**config.mk**
```make
export PLATFORM = sky130hd
export DESIGN_NAME = magic_sync_length_prefixed_deframer
export DESIGN_NICKNAME = d
export VERILOG_FILES = /design/src/rtl/msld_pkg.sv /design/src/rtl/magic_sync_length_prefixed_deframer.sv
export SDC_FILE = /design/constraint.sdc
export NUM_CORES = 1
export LEC_CHECK = 0
export ABC_AREA = 1
export BUFFER_PORTS_ARGS = -buffer_cell sky130_fd_sc_hd__buf_2
export CELL_PAD_IN_SITES_DETAIL_PLACEMENT = 1
export CELL_PAD_IN_SITES_GLOBAL_PLACEMENT = 1
export CORE_MARGIN = 2
export CORE_UTILIZATION = 38
export CTS_CLUSTER_SIZE = 16
export DETAILED_ROUTE_END_ITERATION = 8
export GPL_ROUTABILITY_DRIVEN = 1
export PLACE_DENSITY_LB_ADDON = 0.1
export SLEW_MARGIN = 10
export SYNTH_ARGS = -nofsm -noshare
export SYNTH_HDL_FRONTEND = slang
export SYNTH_SLANG_ARGS = --single-unit
```
**constraint.sdc**
```tcl
create_clock -name clock -period 6.4 [get_ports clock]
set_input_delay 0.64 -clock clock [delete_from_list [all_inputs] [get_ports clock]]
set_output_delay 0.64 -clock clock [all_outputs]
set_load 0.03 [all_outputs]
```
**src/rtl/msld_pkg.sv**
```systemverilog
// Package for the magic-sync length-prefixed deframer.
// Holds the phase and result-kind types, register indexes and header byte positions.
// No dependencies.
package msld_pkg;

   typedef enum logic [2:0] {
      PH_HUNT   = 3'd0,
      PH_HEADER = 3'd1,
      PH_HEAD   = 3'd2,
      PH_BODY   = 3'd3
   } phase_type;

   typedef enum logic [1:0] {
      KIND_HEAD_BYTE = 2'd0,
      KIND_BODY_BYTE = 2'd1,
      KIND_DONE      = 2'd2,
      KIND_VER_ERROR = 2'd3
   } kind_type;

   localparam int CSR_IDX_BITS = 1;
   localparam logic [CSR_IDX_BITS-1:0] CSR_MAGIC   = 1'd0;
   localparam logic [CSR_IDX_BITS-1:0] CSR_VERSION = 1'd1;

   localparam logic [63:0] MAGIC_RESET   = 64'd0;
   localparam logic [31:0] VERSION_RESET = 32'd65536;

   // window fill saturates once a full magic word has been seen
   localparam logic [3:0] WINDOW_BYTES = 4'd8;

   // header byte count after the byte that completes each header field;
   // the count wraps to zero on the sixteenth byte
   localparam logic [3:0] HDR_VERSION_DONE  = 4'd4;
   localparam logic [3:0] HDR_HEADLEN_DONE  = 4'd8;
   localparam logic [3:0] HDR_BODYLEN_DONE  = 4'd0;

endpackage

```
**src/rtl/magic_sync_length_prefixed_deframer.sv**
```systemverilog
// Magic-sync length-prefixed deframer, top level.
// Hunts for the magic word, parses the 16-byte header and streams head and body bytes.
// Depends on msld_pkg.
//
//   channel | ports                                   | direction
//   req     | req_valid, req_stall, req_data_byte     | in  (stall driven out)
//   rsp     | rsp_valid, rsp_stall, rsp_out_byte,     | out (stall driven in)
//           | rsp_result_kind, rsp_head_last,         |
//           | rsp_frame_last                          |
//   csr     | csr_wr_en, csr_index, csr_wr_data       | in  (write only)
//
// One byte per clock sustained while the rsp side does not stall; each beat is held in
// the input register and then moves to the result register, which drives the rsp
// ports until the result is taken.
// The input register takes a new beat while a result waits, and stalls only when
// both the input and the result register are full and rsp_stall is high.
// Synchronous reset returns to hunting with an empty window; no clearing pass.
module magic_sync_length_prefixed_deframer #(
   parameter int HEAD_LEN_BITS = 32,
   parameter int BODY_LEN_BITS = 64
) (
   input  logic        clock,
   input  logic        reset,

   input  logic        req_valid,
   output logic        req_stall,
   input  logic [7:0]  req_data_byte,

   output logic        rsp_valid,
   input  logic        rsp_stall,
   output logic [7:0]  rsp_out_byte,
   output logic [1:0]  rsp_result_kind,
   output logic        rsp_head_last,
   output logic        rsp_frame_last,

   input  logic                                csr_wr_en,
   input  logic [msld_pkg::CSR_IDX_BITS-1:0]   csr_index,
   input  logic [63:0]                         csr_wr_data
);

   // configuration
   logic [63:0] magic_ff;
   logic [31:0] version_ff;

   // input register
   logic        in_valid_ff;
   logic [7:0]  in_byte_ff;

   // parser state
   msld_pkg::phase_type      phase_ff, phase_in;
   logic [63:0]              sync_window_ff, sync_window_in;
   logic [3:0]               window_fill_ff, window_fill_in;
   logic [3:0]               hdr_count_ff, hdr_count_in;
   logic [63:0]              hdr_shift_ff, hdr_shift_in;
   logic [HEAD_LEN_BITS-1:0] head_left_ff, head_left_in;
   logic [BODY_LEN_BITS-1:0] body_left_ff, body_left_in;

   // result register
   logic                rsp_valid_ff;
   logic [7:0]          rsp_byte_ff, res_byte;
   msld_pkg::kind_type  rsp_kind_ff, res_kind;
   logic                rsp_hl_ff, res_hl;
   logic                rsp_fl_ff, res_fl;
   logic                res_valid;

   // step helpers
   logic                     advance;
   logic                     step_fire;
   logic [63:0]              hdr_shift_step;
   logic [3:0]               hdr_count_step;
   logic [63:0]              window_step;
   logic [3:0]               fill_step;
   logic [HEAD_LEN_BITS-1:0] head_dec;
   logic [BODY_LEN_BITS-1:0] body_dec;
   logic [HEAD_LEN_BITS-1:0] head_sat;
   logic [BODY_LEN_BITS-1:0] body_sat;

   assign advance   = !rsp_valid_ff || !rsp_stall;
   assign step_fire = in_valid_ff && advance;
   assign req_stall = in_valid_ff && !advance;

   assign rsp_valid       = rsp_valid_ff;
   assign rsp_out_byte    = rsp_byte_ff;
   assign rsp_result_kind = rsp_kind_ff;
   assign rsp_head_last   = rsp_hl_ff;
   assign rsp_frame_last  = rsp_fl_ff;

   always_ff @(posedge clock) begin
      if (reset) begin
         magic_ff   <= msld_pkg::MAGIC_RESET;
         version_ff <= msld_pkg::VERSION_RESET;
      end else if (csr_wr_en) begin
         if (csr_index == msld_pkg::CSR_MAGIC) begin
            magic_ff <= csr_wr_data;
         end
         if (csr_index == msld_pkg::CSR_VERSION) begin
            version_ff <= csr_wr_data[31:0];
         end
      end
   end

   always_ff @(posedge clock) begin
      if (reset) begin
         in_valid_ff <= 1'b0;
      end else if (req_valid && !req_stall) begin
         in_valid_ff <= 1'b1;
      end else if (step_fire) begin
         in_valid_ff <= 1'b0;
      end
   end

   always_ff @(posedge clock) begin
      if (req_valid && !req_stall) begin
         in_byte_ff <= req_data_byte;
      end
   end

   always_comb begin
      hdr_shift_step = {hdr_shift_ff[55:0], in_byte_ff};
      hdr_count_step = hdr_count_ff + 4'd1;
      window_step    = {sync_window_ff[55:0], in_byte_ff};
      fill_step      = (window_fill_ff < msld_pkg::WINDOW_BYTES) ?
                       window_fill_ff + 4'd1 : window_fill_ff;
      head_dec       = head_left_ff - {{(HEAD_LEN_BITS-1){1'b0}}, 1'b1};
      body_dec       = body_left_ff - {{(BODY_LEN_BITS-1){1'b0}}, 1'b1};
      // oversized lengths saturate to the counter maximum
      head_sat       = ((hdr_shift_step[31:0] >> HEAD_LEN_BITS) != 32'd0) ?
                       '1 : hdr_shift_step[HEAD_LEN_BITS-1:0];
      body_sat       = ((hdr_shift_step >> BODY_LEN_BITS) != 64'd0) ?
                       '1 : hdr_shift_step[BODY_LEN_BITS-1:0];
   end

   // next state
   always_comb begin
      phase_in       = phase_ff;
      sync_window_in = sync_window_ff;
      window_fill_in = window_fill_ff;
      hdr_count_in   = hdr_count_ff;
      hdr_shift_in   = hdr_shift_ff;
      head_left_in   = head_left_ff;
      body_left_in   = body_left_ff;
      case (phase_ff)
         msld_pkg::PH_HEADER: begin
            hdr_shift_in = hdr_shift_step;
            hdr_count_in = hdr_count_step;
            if (hdr_count_step == msld_pkg::HDR_VERSION_DONE) begin
               if (hdr_shift_step[31:0] != version_ff) begin
                  phase_in = msld_pkg::PH_HUNT;
               end
            end else if (hdr_count_step == msld_pkg::HDR_HEADLEN_DONE) begin
               head_left_in = head_sat;
            end else if (hdr_count_step == msld_pkg::HDR_BODYLEN_DONE) begin
               body_left_in = body_sat;
               if (head_left_ff != '0) begin
                  phase_in = msld_pkg::PH_HEAD;
               end else if (body_sat != '0) begin
                  phase_in = msld_pkg::PH_BODY;
               end else begin
                  phase_in = msld_pkg::PH_HUNT;
               end
            end
         end
         msld_pkg::PH_HEAD: begin
            head_left_in = head_dec;
            if (head_dec == '0) begin
               phase_in = (body_left_ff == '0) ? msld_pkg::PH_HUNT : msld_pkg::PH_BODY;
            end
         end
         msld_pkg::PH_BODY: begin
            body_left_in = body_dec;
            if (body_dec == '0) begin
               phase_in = msld_pkg::PH_HUNT;
            end
         end
         default: begin
            phase_in       = msld_pkg::PH_HUNT;
            sync_window_in = window_step;
            window_fill_in = fill_step;
            if (fill_step >= msld_pkg::WINDOW_BYTES && window_step == magic_ff) begin
               phase_in     = msld_pkg::PH_HEADER;
               hdr_count_in = 4'd0;
               hdr_shift_in = 64'd0;
               head_left_in = '0;
               body_left_in = '0;
            end
         end
      endcase
      // leaving a frame or header for the hunt clears the window
      if (phase_ff != msld_pkg::PH_HUNT && phase_in == msld_pkg::PH_HUNT) begin
         sync_window_in = 64'd0;
         window_fill_in = 4'd0;
         hdr_count_in   = 4'd0;
         hdr_shift_in   = 64'd0;
      end
   end

   // result of the step
   always_comb begin
      res_valid = 1'b0;
      res_byte  = 8'd0;
      res_kind  = msld_pkg::KIND_HEAD_BYTE;
      res_hl    = 1'b0;
      res_fl    = 1'b0;
      case (phase_ff)
         msld_pkg::PH_HEADER: begin
            if (hdr_count_step == msld_pkg::HDR_VERSION_DONE) begin
               if (hdr_shift_step[31:0] != version_ff) begin
                  res_valid = 1'b1;
                  res_kind  = msld_pkg::KIND_VER_ERROR;
               end
            end else if (hdr_count_step == msld_pkg::HDR_BODYLEN_DONE) begin
               if (head_left_ff == '0 && body_sat == '0) begin
                  res_valid = 1'b1;
                  res_kind  = msld_pkg::KIND_DONE;
                  res_fl    = 1'b1;
               end
            end
         end
         msld_pkg::PH_HEAD: begin
            res_valid = 1'b1;
            res_byte  = in_byte_ff;
            res_kind  = msld_pkg::KIND_HEAD_BYTE;
            res_hl    = (head_dec == '0);
            res_fl    = (head_dec == '0) && (body_left_ff == '0);
         end
         msld_pkg::PH_BODY: begin
            res_valid = 1'b1;
            res_byte  = in_byte_ff;
            res_kind  = msld_pkg::KIND_BODY_BYTE;
            res_fl    = (body_dec == '0);
         end
         default: begin
            res_valid = 1'b0;
         end
      endcase
   end

   always_ff @(posedge clock) begin
      if (reset) begin
         phase_ff       <= msld_pkg::PH_HUNT;
         sync_window_ff <= 64'd0;
         window_fill_ff <= 4'd0;
         hdr_count_ff   <= 4'd0;
         hdr_shift_ff   <= 64'd0;
         head_left_ff   <= '0;
         body_left_ff   <= '0;
      end else if (step_fire) begin
         phase_ff       <= phase_in;
         sync_window_ff <= sync_window_in;
         window_fill_ff <= window_fill_in;
         hdr_count_ff   <= hdr_count_in;
         hdr_shift_ff   <= hdr_shift_in;
         head_left_ff   <= head_left_in;
         body_left_ff   <= body_left_in;
      end
   end

   always_ff @(posedge clock) begin
      if (reset) begin
         rsp_valid_ff <= 1'b0;
      end else if (advance) begin
         rsp_valid_ff <= step_fire && res_valid;
      end
   end

   always_ff @(posedge clock) begin
      if (step_fire && res_valid) begin
         rsp_byte_ff <= res_byte;
         rsp_kind_ff <= res_kind;
         rsp_hl_ff   <= res_hl;
         rsp_fl_ff   <= res_fl;
      end
   end

   // a head or body phase always has bytes left to pass
   a_head_left_nonzero: assert property (@(posedge clock) disable iff (reset)
      phase_ff == msld_pkg::PH_HEAD |-> head_left_ff != '0)
      else $error("head phase with zero head count");

   a_body_left_nonzero: assert property (@(posedge clock) disable iff (reset)
      phase_ff == msld_pkg::PH_BODY |-> body_left_ff != '0)
      else $error("body phase with zero body count");

   // any frame-ending result puts the parser back to hunting with an empty window
   a_frame_end_hunts: assert property (@(posedge clock) disable iff (reset)
      step_fire && res_valid && res_fl |=>
         phase_ff == msld_pkg::PH_HUNT && window_fill_ff == 4'd0)
      else $error("frame end did not restart hunt");

   // the input side stalls only behind a held result
   a_stall_needs_held_result: assert property (@(posedge clock) disable iff (reset)
      req_stall |-> rsp_valid_ff && rsp_stall)
      else $error("input stalled with free result register");

   a_hunt_header_idle: assert property (@(posedge clock) disable iff (reset)
      phase_ff == msld_pkg::PH_HUNT |-> hdr_count_ff == 4'd0)
      else $error("header count running while hunting");

endmodule
```
# ---- Word level (Yosys, flattened, before mapping)
# Cells that the tools add are included.
dict set report op_classes {
  addsub 4
  magnitude_cmp 2
  eq_ne 13
  n_mux 44
  n_reduce_logical 35
  n_bitwise 3
}
# op count
set ops {}
lappend ops {{$mux W64} 4}
lappend ops {{$logic_not A64 Y1} 3}
lappend ops {{$pmux W64 S3} 1}
lappend ops {{$mux W56} 3}
lappend ops {{$pmux W56 S2} 1}
lappend ops {{$mux W32} 3}
lappend ops {{$pmux W32 S3} 1}
lappend ops {{$eq A64 B64 Y1} 1}
lappend ops {{$logic_not A32 Y1} 2}
lappend ops {{$reduce_bool A64 Y1} 1}
lappend ops {{$sub A64 B1 Y64 const B} 1}
lappend ops {{$ne A32 B32 Y1} 1}
lappend ops {{$reduce_bool A32 Y1} 1}
lappend ops {{$sub A32 B1 Y32 const B} 1}
lappend ops {{$mux W4} 5}
lappend ops {{$mux W3} 6}
lappend ops {{$mux W2} 7}
lappend ops {{$reduce_bool A3 Y1} 4}
lappend ops {{$pmux W3 S3} 1}
lappend ops {{$add A4 B1 Y4 const B} 2}
lappend ops {{$logic_and A1 B1 Y1} 8}
lappend ops {{$mux W1} 8}
lappend ops {{$ne A2 B2 Y1 const B} 4}
lappend ops {{$pmux W4 S2} 1}
lappend ops {{22 further kinds} 31}
dict set report word_totals {
  ff_bits 337
  output_inout_bits 14
  elab_cells 117
}

# ---- Depth between registers and ports, before layout
dict set report logic_depth {
  word_depth 11
  depth_mapped 25
  ltp_nobuf 23
}

# ---- Worst setup path before layout
# Ideal clock, no wire load.
dict set report synth_timing {
  kind {register -> register}
  start {register body_left_ff[0]}
  end {register hdr_count_ff[2]}
  setup_ns 0.132
  period_less_slack_ns 2.725
  path_slack_ns 3.675
  t_arrival_ns 2.593
  n_path_buf 3
  path_stages_with_launch 24
  cell_sequence {dfxtp_1 > inv_1 > ha_1 > nand2_2 > nor2_1 > buf_4 > nand2_2 > nor2_4 > nand2_1 > nand2_1 > nand2_1 > nor2_1 > and2_1 > nand2_1 > nor2_1 > nand3_1 > nand2_1 > nand3_1 > nand2_2 > nand3_4 > buf_6 > buf_2 > nand3_1 > a21oi_1}
}
dict set report synth_via {
  elab_chain_cells 8
}
# element line_no
set synth_lines {}
lappend synth_lines {{from (decl)} magic_sync_length_prefixed_deframer.sv:56} ;# logic [BODY_LEN_BITS-1:0] body_left_ff, body_left_in;
lappend synth_lines {{from (signal assigned)} magic_sync_length_prefixed_deframer.sv:254} ;# body_left_ff <= body_left_in;
lappend synth_lines {{$sub A64 B1 Y64 / $logic_not A64 Y1 (equally long branches)} {magic_sync_length_prefixed_deframer.sv:125, magic_sync_length_prefixed_deframer.sv:166}}
lappend synth_lines {{$logic_not A64 Y1 / $mux W2 (equally long branches)} {magic_sync_length_prefixed_deframer.sv:171, magic_sync_length_prefixed_deframer.sv:166}}
lappend synth_lines {{$mux W3 (on tied branches)} {magic_sync_length_prefixed_deframer.sv:171, magic_sync_length_prefixed_deframer.sv:165}}
lappend synth_lines {{$pmux W3 S3 *} magic_sync_length_prefixed_deframer.sv:142} ;# case (phase_ff)
lappend synth_lines {{$logic_not A3 Y1 *} magic_sync_length_prefixed_deframer.sv:189} ;# if (phase_ff != msld_pkg::PH_HUNT && phase_in == msld_pkg::PH_HUNT) begin
lappend synth_lines {{$logic_and A1 B1 Y1 *} magic_sync_length_prefixed_deframer.sv:189}
lappend synth_lines {{$ne A2 B1 Y1 (no line) / $reduce_bool A3 Y1 (equally long branches)} -}
lappend synth_lines {{$reduce_and A3 Y1 (no line)} -}
lappend synth_lines {{to (signal assigned)} magic_sync_length_prefixed_deframer.sv:251} ;# hdr_count_ff <= hdr_count_in;
lappend synth_lines {{to (decl)} magic_sync_length_prefixed_deframer.sv:53} ;# logic [3:0] hdr_count_ff, hdr_count_in;
# Every way passes the cells marked *; elsewhere a longest branch is shown, timed or not.
# A chain may end at the register's enable or synchronous reset.

# ---- Worst setup path after layout
dict set report layout_timing {
  start {register body_left_ff[0]}
  end {register hdr_count_ff[1]}
}
# Same word-level chain as after synthesis.

==> reports/results.ini <==
[status]
status = complete, no violations

[cells_and_area]
drive_above_1_share_pct = 7.47
area_growth_pct = 12.0
fillers = 6646
post-route-util_pct = 42.9
fin_area_um2 = 21400
layout.nets = 3120
n_antenna_cell = 0

[cts]
cts_tree = built
cts_max_path_buffers = 3
numCtsBuffers = 41
post_cts_resized = 0
cts.clk_slew.worst_paths_ns = 0.06
worstSkewPairLatency_ns = 0.59
post-cts-setup-buffers = 0
ctsHoldBuffers = 0
clock-sinks = 337
htree_levels = 2
clock-root-buffer = clkbuf_16

[critical_path]
critPathSlowestCell = nand2_2
cp_data_arrival_time_ns = 5.63
crit_path_end_kind = flop
cp_common_cell = nand2_1
crit_path_start_kind = flop
crit_family = simple AND/OR/NAND/NOR gates
crit_chain = inv_1 > ha_1 > nand2_2 > nor2_1 > nand2_1 > nor2_2 > nand2_1 > nand2_1 > nand2_1 > nor2_1 > and2_1 > nand2_1 > nor2_1 > nand3_1 > nand2_1 > nand2_1 > nand2_2 > nand3_4 > nand2_2 > buf_4 > nand2_1 > inv_1 > nor2_1
crit_type = flop to flop
slowest_delay_ns = 0.72
cp.buffers_inverters = 3
worstPathRequired_ns = 6.88
critPathMaxFanout = 39

[die]
fp.dieH_um = 228
core_area_um2 = 50000
die-area_um2 = 52200
die_w_um = 228
initial_core_util_pct = 38.3
rows = 82
io_pins = 92

[timing]
finClkSkew_ns = 0.0188
finalSetupViolations = 0
finalCritPeriodShare_pct = 80.5
worst_slew_pin_slew_ns = 1.18
max_freq_ghz = 0.194
rsz0062_at_grt = no
hold_ws_ns = 0.231
layout_setup_ws_ns = 1.25
hold_viol = 0
slew_viol_final = 0
fin_tns_setup_ns = 0
final.min_clock_period_ns = 5.15
relSlewSlack_pct = 21.2

[synthesis]
synth.cell_area_um2 = 19100
netlist_instances = 3026
yosysTopAreaCellShare_pct = 33.2
avgSynthCellArea_um2 = 6.32
ys_ff_latch = 337
synth_fp_nets = 3112
synthTopCellsByArea = dfxtp_1 33%, nor2_1 15%, nand2_1 11%, nand3_1 6.2%, inv_1 6.0%
synth_area_leader_cell = dfxtp_1
synth_cell_types = 42
synth-warning-count = 0
ys.flop_type = dfxtp_1
synth_edf_count = 20
ys_seq_area_share_pct = 36.3
async_flop_share_pct = 0

[power]
p_leak_nw = 10.2
peakVddDrop_mv = 0.199
power_density_nw_per_um2 = 309

[drt]
vias = 20046
drtIter0Drc = 1341
wl_per_cell_um = 20.3
wl_um = 75900
drc = 0
dr.pass1.iters = 5
antenna_left = 0
routed_via_density = 5.36

[placed_design]
hpwl_um = 54500
gp_congestion = 0.962
port-buffer-count = 91
detailed_place.area_um2 = 20000
place_ws_ns = 1.33

[worst_hold_path]
min_path_type = input pin to flop

[global_route]
antenna_found_initial = 0
grt_pass1_wl_um = 119000
grt_overflow = 0
grtUsageTotal_pct = 28.8
grt_max_degree = 157
first_global_vias = 20519

[run]
max_cap_violations = 0

## final timing paths
check	startpoint	end	cells past startpoint	slack, ns
worst max-delay path	body_left_ff[0]	hdr_count_ff[1]	23	1.25
worst min-delay path	req_data_byte[5]	in_byte_ff[5]	1	0.23
worst max register to register	body_left_ff[0]	hdr_count_ff[1]	23	1.25
worst min register to register	version_ff[23]	version_ff[23]	2	0.48
## worst register-to-register path, cell delays in order, from the launching register on
cell and delay (ns):
dfxtp_1 0.32, inv_1 0.14, ha_1 0.22, nand2_2 0.10, nor2_1 0.66, nand2_1 0.35, nor2_2 0.35, nand2_1 0.09
nand2_1 0.06, nand2_1 0.10, nor2_1 0.11, and2_1 0.13, nand2_1 0.08, nor2_1 0.13, nand3_1 0.17, nand2_1 0.15
nand2_1 0.10, nand2_2 0.11, nand3_4 0.44, nand2_2 0.72, buf_4 0.32, nand2_1 0.08, inv_1 0.08, nor2_1 0.04
## flip-flops by register name, indices dropped and copies added (netlist names), 2 cells and up
register / count
phase_ff: 3
version_ff: 32
hdr_shift_ff: 56
window_fill_ff: 4
sync_window_ff: 56
magic_ff: 64
rsp_result_kind: 2
hdr_count_ff: 4
body_left_ff: 64
in_byte_ff: 8
head_left_ff: 32
rsp_out_byte: 8
## Yosys cell counts, types with 25 or more instances
| master | count |
|---|---|
| nor2_1 | 741 |
| nand2_1 | 561 |
| dfxtp_1 | 317 |
| inv_1 | 307 |
| nand3_1 | 238 |
| o21ai_0 | 197 |
| a21oi_1 | 117 |
| clkbuf_1 | 107 |
| xor2_1 | 66 |
| nand4_1 | 48 |
| nor3_1 | 39 |
| a22oi_1 | 26 |
| a211oi_1 | 25 |
## kinds of logic (layout without fill, tap and decap cells)
kind of cell | after synthesis | in the layout | synth area share, %
AND/OR/NAND/NOR | 1710 | 1710 | 37.4
XOR/XNOR | 91 | 91 | 4.20
flip-flops | 337 | 337 | 36.3
AO/OA/AOI/OAI | 419 | 419 | 12.2
adder cells (fa/ha/maj) | 8 | 8 | 0.523
buffers and inverters | 461 | 500 | 9.40
## layout by cell type, fill, tap and decap left out, types with 8 or more instances in the layout
master       n
a211oi_1    25
a21oi_1    117
a221oi_1    13
a22oi_1     26
buf_2       91
buf_4       18
clkbuf_16   42
clkbuf_8    13
dfxtp_1    317
edfxtp_1    20
ha_1         8
inv_1      306
inv_2        8
nand2_1    560
nand2_2      8
nand3_1    237
nand3b_1    21
nand4_1     48
nor2_1     739
nor2_2      12
nor3_1      37
nor4_1      17
o21ai_0    197
o22ai_1     20
or2_2       13
xnor2_1     24
xor2_1      66
## where the power goes
group | total [mW] | switching, mW | internal, mW
clock | 2.47 | 0.993 | 1.48
sequential | 2.37 | 0.123 | 2.24
combinational | 1.78 | 1.27 | 0.513
total | 6.62 | 2.38 | 4.24
## area by class of cell
type,instances,area (um^2),share of cell area [%]
Multi-Input combinational cell,2228,10400,48.6
Sequential cell,337,6950,32.4
Clock buffer,62,1260,5.86
Inverter,316,1190,5.56
Tap cell,672,841,3.92
Timing Repair Buffer,110,611,2.85
Clock inverter,12,161,0.753
## metal layers
metal | GRT usage [%] | share of wire (%) | wire length, um | vias to the layer above
met5 | 0 | 0 | 0 | -
met4 | 8.91 | 2.8 | 2100 | 0
met3 | 3.87 | 5.2 | 3940 | 102
met2 | 47.8 | 46 | 35000 | 420
met1 | 38.9 | 46 | 34900 | 9788
li1 | - | - | - | 9736
## metrics by stage
step,std cells,power [mW]
detailed placement,3663,4.17
global placement,3663,4.13
global route,3737,6.97
finish,3737,6.62
CTS,3737,6.66
floorplan,3026,3.57
(Power assumes the default switching activity.)
